===== src/rtl/core/atstm_pkg.sv =====
`timescale 1ns / 1ps
`default_nettype none
package atstm_pkg;

  localparam logic [1:0] TILE_CLAMP  = 2'd0;
  localparam logic [1:0] TILE_REPEAT = 2'd1;
  localparam logic [1:0] TILE_MIRROR = 2'd2;

  localparam logic OP_WRITE = 1'b0;
  localparam logic OP_SPAN  = 1'b1;

  localparam logic [2:0] REG_INV_XX = 3'd0;
  localparam logic [2:0] REG_INV_XY = 3'd1;
  localparam logic [2:0] REG_INV_XT = 3'd2;
  localparam logic [2:0] REG_INV_YX = 3'd3;
  localparam logic [2:0] REG_INV_YY = 3'd4;
  localparam logic [2:0] REG_INV_YT = 3'd5;
  localparam logic [2:0] REG_TILE   = 3'd6;
  localparam logic [2:0] REG_DIMS   = 3'd7;

  localparam int DimW = 9;

  typedef struct packed {
    logic             done;
    logic [DimW-1:0]  rem;
    logic             q_odd;
  } div_res_t;

endpackage
`default_nettype wire


===== src/rtl/core/atstm_div.sv =====
`timescale 1ns / 1ps
`default_nettype none
// remainder and quotient parity of floor division of a signed integer by n, one bit per cycle
module atstm_div (
  input  wire                       clk_i,
  input  wire                       rst_ni,
  input  wire                       start_i,
  input  wire  [31:0]               value_i,
  input  wire  [atstm_pkg::DimW-1:0] n_i,
  output atstm_pkg::div_res_t       res_o
);
  localparam int W = atstm_pkg::DimW;

  logic          busy_q, done_q, neg_q, qlsb_q;
  logic [4:0]    cnt_q;
  logic [30:0]   dvd_q;
  logic [W-1:0]  rem_q, n_q;
  logic [W:0]    trial;
  logic          fits;

  assign trial = {rem_q, dvd_q[30]};
  assign fits  = trial >= {1'b0, n_q};

  always_ff @(posedge clk_i or negedge rst_ni) begin
    if (!rst_ni) begin
      busy_q <= 1'b0;
      done_q <= 1'b0;
      cnt_q  <= '0;
    end else begin
      done_q <= busy_q && !start_i && (cnt_q == 5'd30);
      if (start_i) begin
        busy_q <= 1'b1;
        cnt_q  <= '0;
      end else if (busy_q) begin
        cnt_q <= cnt_q + 5'd1;
        if (cnt_q == 5'd30) begin
          busy_q <= 1'b0;
        end
      end
    end
  end

  always_ff @(posedge clk_i) begin
    if (start_i) begin
      neg_q  <= value_i[31];
      dvd_q  <= value_i[31] ? ~value_i[30:0] : value_i[30:0];
      n_q    <= n_i;
      rem_q  <= '0;
      qlsb_q <= 1'b0;
    end else if (busy_q) begin
      dvd_q  <= {dvd_q[29:0], 1'b0};
      rem_q  <= fits ? W'(trial - {1'b0, n_q}) : trial[W-1:0];
      qlsb_q <= fits;
    end
  end

  assign res_o.done  = done_q;
  assign res_o.rem   = neg_q ? W'(n_q - rem_q - 1'b1) : rem_q;
  assign res_o.q_odd = neg_q ? ~qlsb_q : qlsb_q;
endmodule
`default_nettype wire


===== config.mk =====
export PLATFORM = sky130hd
export DESIGN_NAME = atstm_div
export DESIGN_NICKNAME = d
export VERILOG_FILES = /design/src/rtl/core/atstm_pkg.sv /design/src/rtl/core/atstm_div.sv
export SDC_FILE = /design/constraint.sdc
export NUM_CORES = 1
export LEC_CHECK = 0
export ABC_AREA = 1
export BUFFER_PORTS_ARGS = -buffer_cell sky130_fd_sc_hd__buf_2
export CAP_MARGIN = 10
export CORE_MARGIN = 4
export CORE_UTILIZATION = 62
export CTS_CLUSTER_DIAMETER = 100
export DETAILED_ROUTE_END_ITERATION = 10
export PLACE_DENSITY = 0.92
export RECOVER_POWER = 25
export SYNTH_ARGS = -nofsm -noshare
export SYNTH_HDL_FRONTEND = slang
export SYNTH_SLANG_ARGS = --single-unit

===== constraint.sdc =====
create_clock -name clk_i -period 4.3 [get_ports clk_i]
set_clock_uncertainty 0.15 [all_clocks]
set_input_delay 0.215 -clock clk_i [delete_from_list [all_inputs] [get_ports clk_i]]
set_output_delay 0.215 -clock clk_i [all_outputs]
set_load 0.005 [all_outputs]

Word-level counts from Yosys, hierarchy flattened --
Cells that the tools add are included.
Cells by class: $add $sub $neg 4, $lt $le $gt $ge 1, equal/unequal tests 1, multiplexer cells 11, bitwise gates (word level) 2, reductions and logical operators 4
Operators by type and width (number):
- $mux W31 | 3
- $not A31 Y31 | 1
- $mux W9 | 2
- $sub A9 B9 Y9 | 2
- $ge A10 B9 Y1 | 1
- $mux W5 | 2
- $sub A9 B1 Y9 const B | 1
- $add A5 B1 Y5 const B | 1
- $eq A5 B5 Y1 const B | 1
- $mux W1 | 4
- $logic_and A1 B1 Y1 | 2
- $reduce_bool A2 Y1 | 1
- $logic_not A1 Y1 | 1
- $not A1 Y1 | 1
Word-level totals: register bits 58, output and inout bits 11, word-level logic and storage cells 31

Logic depth before layout (Yosys ltp) --
Gate-level depths: netlist of run 1.
depth in word-level cells 4, gate-level depth with buffers 13

Worst setup path before layout of run 1 --
No wires, ideal clock.
kind reg2out, start point reg rem_q[0], end point out res_o[9] (netlist bit), arrival 1.688 ns, path slack 2.247 ns, cell stages (with the launch flop) 14, cell sequence dfxtp_1 inv_1 ha_1 inv_1 fa_1 inv_1 nand2_1 o21ai_1 nand3_1 nand2_1 nand2_1 nand2_1 nand2_1 nand2_1
RTL lines:
- from (decl) | RTL line atstm_div.sv:17 | logic [W-1:0] rem_q, n_q;
- from (signal assigned) | RTL line atstm_div.sv:52 | rem_q <= fits ? W'(trial - {1'b0, n_q}) : trial[W-1:0];
- to (decl) | RTL line atstm_div.sv:10 | output atstm_pkg::div_res_t res_o

==> results of run 1 <==
==> cell usage in the layout, fill, tap and decap left out, drive strengths merged, types with 2 or more instances in the layout <==
cell         synthesis  routed
nand2              134     134
inv                 55      55
buf                  8      51
edfxtp              41      41
o21ai               40      40
nand3               37      37
xnor2               35      35
ha                  19      19
nor2                17      17
clkbuf              10      15
a21oi               11      11
dlygate4sd3          0      10
dfxtp               10      10
dfrtp                7       7
nand4                6       6
o22ai                3       3
clkinv               1       3
fa                   2       2
clkinvlp             0       2
==> registers in the layout, indices dropped and copies added, names as in the netlist <==
| register | cells |
|---|---|
| cnt_q | 5 |
| busy_q | 1 |
| neg_q | 1 |
| n_q | 9 |
| qlsb_q | 1 |
| dvd_q | 31 |
| rem_q | 9 |
| done_q | 1 |
==> path summary, 6_finish.rpt <==
kind | from | endpoint | slack (ns)
worst max register to register | busy_q$_DFF_PN0_ | cnt_q[0]$_DFFE_PN0P_ | 1.78
worst min-delay path | value_i[0] | dvd_q[0]$_SDFFCE_PN0P_ | 0.05
min in group asynchronous | rst_ni | cnt_q[4]$_DFFE_PN0P_ | 0.15
worst min register to register | cnt_q[4]$_DFFE_PN0P_ | cnt_q[4]$_DFFE_PN0P_ | 0.33
worst max-delay path | rem_q[0]$_SDFFE_PP0P_ | res_o[9] | 1.44
max in group asynchronous | rst_ni | cnt_q[0]$_DFFE_PN0P_ | 3.57
==> worst max-delay path: stages, from the launching register on <==
cell,delay [ns]
dfxtp_1,0.35
inv_1,0.11
ha_1,0.20
inv_1,0.07
fa_1,0.37
inv_1,0.08
nand2_1,0.07
o21ai_1,0.30
nand3_1,0.19
nand2_1,0.10
nand2_1,0.05
nand2_1,0.06
nand2_1,0.05
nand2_1,0.08
buf_2,0.10
==> routing by layer <==
metal	up-vias	GRT usage	wire length [um]
met5	-	0	0
met4	0	0.127	229
met3	26	0.0383	624
met2	163	0.411	4330
met1	1497	0.285	3360
li1	1541	-	-
==> cell families (layout without fill, tap and decap cells) <==
| logic type | after synthesis | in the layout | synth area share |
|---|---|---|---|
| DFF | 58 | 58 | 0.442 |
| buffers and inverters | 74 | 137 | 0.0850 |
| adders and majority gates | 21 | 21 | 0.0764 |
| AOI/OAI and AO/OA | 55 | 55 | 0.0785 |
| and+or+nand+nor | 196 | 196 | 0.232 |
| xor gates and xnor gates | 36 | 36 | 0.0867 |
==> power groups by stage <==
stage	clock network (mW)	registers [mW]	logic, mW
after floorplan	0	0.737	0.636
after global placement	0	0.752	0.774
after detailed placement	0	0.755	0.811
after CTS	0.495	0.745	0.831
after global routing	0.520	0.755	0.951
final	0.495	0.748	0.864
==> metrics by stage <==
step	setup slack, ns	util	cell area, um2
4_1_cts	1.51	0.747	4190
3_5_place_dp	1.80	0.696	3910
3_3_place_gp	1.97	0.696	3910
2_1_floorplan	2.25	-	3640
5_1_grt	1.32	0.747	4190
6_report	1.44	0.747	4190
==> final cells by class <==
cell class,count,area share
Multi-Input combinational cell,308,0.411
Sequential cell,58,0.384
Timing Repair Buffer,65,0.0891
Inverter,56,0.0502
Clock buffer,11,0.0314
Tap cell,72,0.0215
Clock inverter,5,0.0132
==> flow_metrics.env, run 1 <==
export IMPL_run_status="finished, violations left"
export IMPL_violations="max-capacitance violations, max-slew violations"
export IMPL_ant_nets=0
export IMPL_antenna_found_initial=0
export IMPL_fill_cells=359
export IMPL_cts_resized=0
export IMPL_hold_path_cell_count=3
export IMPL_grt_pass1_vias=3110
export IMPL_drc_errors=0
export IMPL_switchingPower_mw=0.819
export IMPL_clock_path_buffers=2
export IMPL_fin_total_pwr_mw=2.11
export IMPL_yosysTopAreaCellShare=0.339
export IMPL_clkPwrFrac=0.235
export IMPL_tightestPinTransition_ns=2.07
export IMPL_syn_area_per_cell_um2=8.26
export IMPL_synth_seq_cells=58
export IMPL_leakage_nw=2.01
export IMPL_cts_reportedPaths_clkPinSlew_ns=0.07
export IMPL_intPower_mw=1.29
export IMPL_worstPathRequired_ns=3.93
export IMPL_numPortBuffers=54
export IMPL_async_flop_share=0.121
export IMPL_synth_edf_count=41
export IMPL_whs_ns=0.0538
export IMPL_ys_seq_area_frac=0.442
export IMPL_cts_tree="built"
export IMPL_start_util=0.648
export IMPL_grt_usage=0.239
export IMPL_slew_viol_final=33
export IMPL_grt_ovfl_total=0
export IMPL_core_mm2=0.00561
export IMPL_synth_commonest_cells="nand2_1 (129), inv_1 (55), edfxtp_1 (41)"
export IMPL_synth_distinct_cells=30
export IMPL_vdd_ir_drop_worst_mv=0.283
export IMPL_netlist_instances=440
export IMPL_arrival_ns=2.49
export IMPL_critPathCaptureType="output port"
export IMPL_wirelength_um=8540
export IMPL_setup_worst_path_start_class="flip-flop"
export IMPL_maxSlewHeadroom=-0.378
export IMPL_insertedDiodeCount=0
export IMPL_routed_via_density=5.61
export IMPL_drt_first_pass_iters=6
export IMPL_seq_area_mm2=0.00161
export IMPL_seqPwrFrac=0.355
export IMPL_ios=55
export IMPL_syn_to_final_growth_pct=15.1
export IMPL_crit_fanout=4
export IMPL_vias=3227
export IMPL_setup_violations=0
export IMPL_numCtsBuffers=9
export IMPL_fin_tns_setup_ns=0
export IMPL_multi_input_comb_area_mm2=0.00172
export IMPL_swShare=0.389
export IMPL_die_w_um=84.6
export IMPL_final_cells=575
export IMPL_post_cts_setup_buffer_count=0
export IMPL_die_y_um=84.6
export IMPL_cts_max_level=3
export IMPL_synth_ff_type="edfxtp_1"
export IMPL_power_density_mw_per_mm2=503
export IMPL_gp_congestion=0.919
export IMPL_hold_path_class="in -> reg"
export IMPL_combPwrFrac=0.410
export IMPL_dp_cells=549
export IMPL_root_buffer="clkbuf_8"
export IMPL_synth_most_common_cell="nand2_1"
export IMPL_min_period_ns=2.86
export IMPL_rr_worst_depth=3
export IMPL_drtIter0Drc=285
export IMPL_period_share=0.665
export IMPL_hold_viol_final=0
export IMPL_grt_pass1_wl_um=13800
export IMPL_dp_hpwl_um=5670
export IMPL_fmax_mhz=350
export IMPL_path_class="reg -> out"
export IMPL_rsz0062_at_grt="false"
export IMPL_clk_latency_ns=0.34
export IMPL_clock_sinks=58
export IMPL_netlist_area_mm2=0.00364
export IMPL_ys_warn_count=0
export IMPL_drive_gt1_frac=0.145
export IMPL_rows=27
export IMPL_synthTopCellsByArea="edfxtp_1 (34%), nand2_1 (13%), xnor2_1 (8.4%), ha_1 (6.5%), inv_1 (5.7%)"
export IMPL_die_area_mm2=0.00715
export IMPL_wl_per_cell_um=14.9
export IMPL_finish_net_count=563
export IMPL_hold_buffers=10
export IMPL_synth_area_leader_cell="edfxtp_1"
export IMPL_grt_max_degree=35
export IMPL_maxCapViolCount=1
export IMPL_syn_num_nets=505
No activity file was read; power rests on OpenSTA's default activity.
==> inputs of run 2 (changes only) <==
--- a/config.mk
+++ b/config.mk
@@ -9,10 +9,10 @@
 export BUFFER_PORTS_ARGS = -buffer_cell sky130_fd_sc_hd__buf_2
 export CAP_MARGIN = 10
 export CORE_MARGIN = 4
-export CORE_UTILIZATION = 62
+export CORE_UTILIZATION = 52
 export CTS_CLUSTER_DIAMETER = 100
 export DETAILED_ROUTE_END_ITERATION = 10
-export PLACE_DENSITY = 0.92
+export PLACE_DENSITY = 0.83
 export RECOVER_POWER = 25
 export SYNTH_ARGS = -nofsm -noshare
 export SYNTH_HDL_FRONTEND = slang
==> constraint.sdc (replaced) <==
create_clock -name clk_i -period 2.5 [get_ports clk_i]
set_clock_uncertainty 0.15 [all_clocks]
set_input_delay 0.125 -clock clk_i [delete_from_list [all_inputs] [get_ports clk_i]]
set_output_delay 0.125 -clock clk_i [all_outputs]
set_load 0.005 [all_outputs]
==> run 2 against run 1 <==
The flow still finishes with violations (max-capacitance violations, max-slew violations); final cell count up 5.6%; sequential share of layout area down 0.92 points; utilization down 11 points; clock power up 42%; largest cell class unchanged; routed wire length down 8.5%; non-clock buffer count up 8; worst hold slack worse by 0.033 ns.
==> flow_metrics.env, run 2 (synthesis gave the netlist of run 1 again) <==
export IMPL_drive_gt1_frac=0.168
export IMPL_hold_viol_final=0
export IMPL_crit_fanout=4
export IMPL_rsz0062_at_grt="false"
export IMPL_whs_ns=0.0204
export IMPL_fin_total_pwr_mw=3.49
export IMPL_period_share=0.931
export IMPL_finalCoreUtilization=0.633
export IMPL_root_buffer="clkbuf_8"
export IMPL_drc_errors=0
export IMPL_top_regs="dvd_q (31), n_q (9), rem_q (9)"
export IMPL_violations="max-capacitance violations, max-slew violations"
export IMPL_grt_max_degree=45
export IMPL_drt_first_pass_iters=5
export IMPL_leakage_nw=2.04
export IMPL_maxCapViolCount=2
export IMPL_mostFrequentLayoutCell="nand2_1"
export IMPL_die_w_um=91.6
export IMPL_wirelength_um=7820
export IMPL_worst_r2r_setup_slack_ns=0.41
export IMPL_grt_ovfl_total=0
export IMPL_largest_reg_flops=31
export IMPL_cp_top_family="adder cells"
export IMPL_arrival_ns=2.05
export IMPL_die_y_um=91.6
export IMPL_run_status="finished, violations left"
export IMPL_hold_path_cell_count=3
export IMPL_fmax_mhz=430
export IMPL_antenna_found_initial=0
export IMPL_path_cells="inv_4 > ha_4 > inv_1 > fa_2 > inv_2 > nand2_2 > o21ai_4 > a21oi_1 > inv_1 > nand2_1 > nand3_1 > nand2_1 > buf_2"
export IMPL_ios=55
export IMPL_wl_per_cell_um=12.9
export IMPL_hold_end="dvd_q[12]$_DFFE_PP_"
export IMPL_rows=30
export IMPL_path_buf_inv=5
export IMPL_worstPathRequired_ns=2.23
export IMPL_crit_slowest_cell="dfxtp_4"
export IMPL_numPortBuffers=54
export IMPL_numCtsBuffers=9
export IMPL_drtIter0Drc=215
export IMPL_cts_tree="built"
export IMPL_fin_tns_setup_ns=0
export IMPL_rr_worst_depth=11
export IMPL_insertedDiodeCount=0
export IMPL_die_area_mm2=0.00839
export IMPL_min_from="value_i[12]"
export IMPL_finish_net_count=571
export IMPL_grt_pass1_wl_um=13100
export IMPL_critPathCaptureType="output port"
export IMPL_dp_hpwl_um=5640
export IMPL_reg2reg_from="dvd_q[30]$_DFFE_PP_"
export IMPL_setup_violations=0
export IMPL_clock_path_buffers=2
export IMPL_ant_nets=0
export IMPL_slew_viol_final=33
export IMPL_grt_usage=0.193
export IMPL_vdd_ir_drop_worst_mv=0.485
export IMPL_gp_congestion=0.954
export IMPL_tightestPinTransition_ns=2.09
export IMPL_clk_latency_ns=0.32
export IMPL_power_density_mw_per_mm2=812
export IMPL_routed_via_density=5.02
export IMPL_fill_cells=560
export IMPL_clock_sinks=58
export IMPL_cts_max_level=3
export IMPL_grt_pass1_vias=3036
export IMPL_min_period_ns=2.33
export IMPL_top_register="dvd_q"
export IMPL_maxSlewHeadroom=-0.395
export IMPL_hold_path_class="in -> reg"
export IMPL_start_util=0.535
export IMPL_r2r_end="rem_q[8]$_SDFFE_PP0P_"
export IMPL_vias=3050
export IMPL_syn_to_final_growth_pct=18.2
export IMPL_setup_worst_path_start_class="flip-flop"
export IMPL_path_class="reg -> out"
export IMPL_max_stage_delay_ns=0.37
export IMPL_final_cell_mix="nand2_1 (128), inv_1 (53), buf_2 (49)"
export IMPL_cts_reportedPaths_clkPinSlew_ns=0.07
export IMPL_core_mm2=0.00679
run 2: changes by cell type in the layout (fill, tap and decap cells not counted), sizes merged:
cell,before,now
clkbuf,15,17
bufinv,1,0
dlygate4sd3,10,13
buf,51,53
clkinv,3,5
run 2: final cells by class:
cell class              instances  area (um2)  share of cell area
multi-input cells             308        1760               0.410
repair buffers                 73         433               0.101
well taps                      96         120              0.0279
flip-flops and latches         58        1610               0.375
clock inverters                 6        33.8             0.00786
inverters                      56         213              0.0495
clock buffers                  10         128              0.0297
run 2: metal layers:
layer / share of wire / global-route usage
met3: 0.069 / 0.0476
met5: 0 / 0
met1: 0.41 / 0.226
met4: 0.013 / 0.0754
met2: 0.51 / 0.338
run 2: timing repair:
item                       4_1_cts  5_1_grt
pin swaps                        2        2
setup buffers                    0        1
setup endpoints to repair        3        3
gates resized for setup          7        7
hold endpoints to repair        18        0
hold buffers                    13        0
run 2: worst max-delay path by stage:
stage / from / end / slack [ns] / cells past startpoint
final: rem_q[0]$_SDFFE_PP0P_ / res_o[7] / 0.17 / 13
after global routing: rem_q[1]$_SDFFE_PP0P_ / res_o[8] / 0.02 / 10
after CTS: rem_q[0]$_SDFFE_PP0P_ / res_o[9] / 0.005 / 14
after detailed placement: rem_q[0]$_SDFFE_PP0P_ / res_o[9] / 0.16 / 14
after global placement: rem_q[0]$_SDFFE_PP0P_ / res_o[9] / 0.27 / 14
after floorplan: rem_q[0]$_SDFFE_PP0P_ / res_o[9] / 0.54 / 13
run 2: tightest hold or removal path, stage by stage:
cell	delay (ns)
buf_2	0.08
xnor2_1	0.05
o21ai_0	0.13
run 2: power by group:
part	switching, mW	total (mW)	internal, mW	leakage [nW]
Combinational	0.888	1.50	0.609	1.34
Sequential	0.104	1.29	1.19	0.613
Clock	0.351	0.701	0.350	0.0795
run 2: metrics by stage:
step | area (um2) | setup slack, ns | cells
6_report | 4300 | 0.173 | 607
5_1_grt | 4300 | 0.0152 | 607
4_1_cts | 4290 | 0.00488 | 606
3_5_place_dp | 3980 | 0.163 | 577
3_3_place_gp | 3980 | 0.273 | 577
2_1_floorplan | 3640 | 0.537 | 440
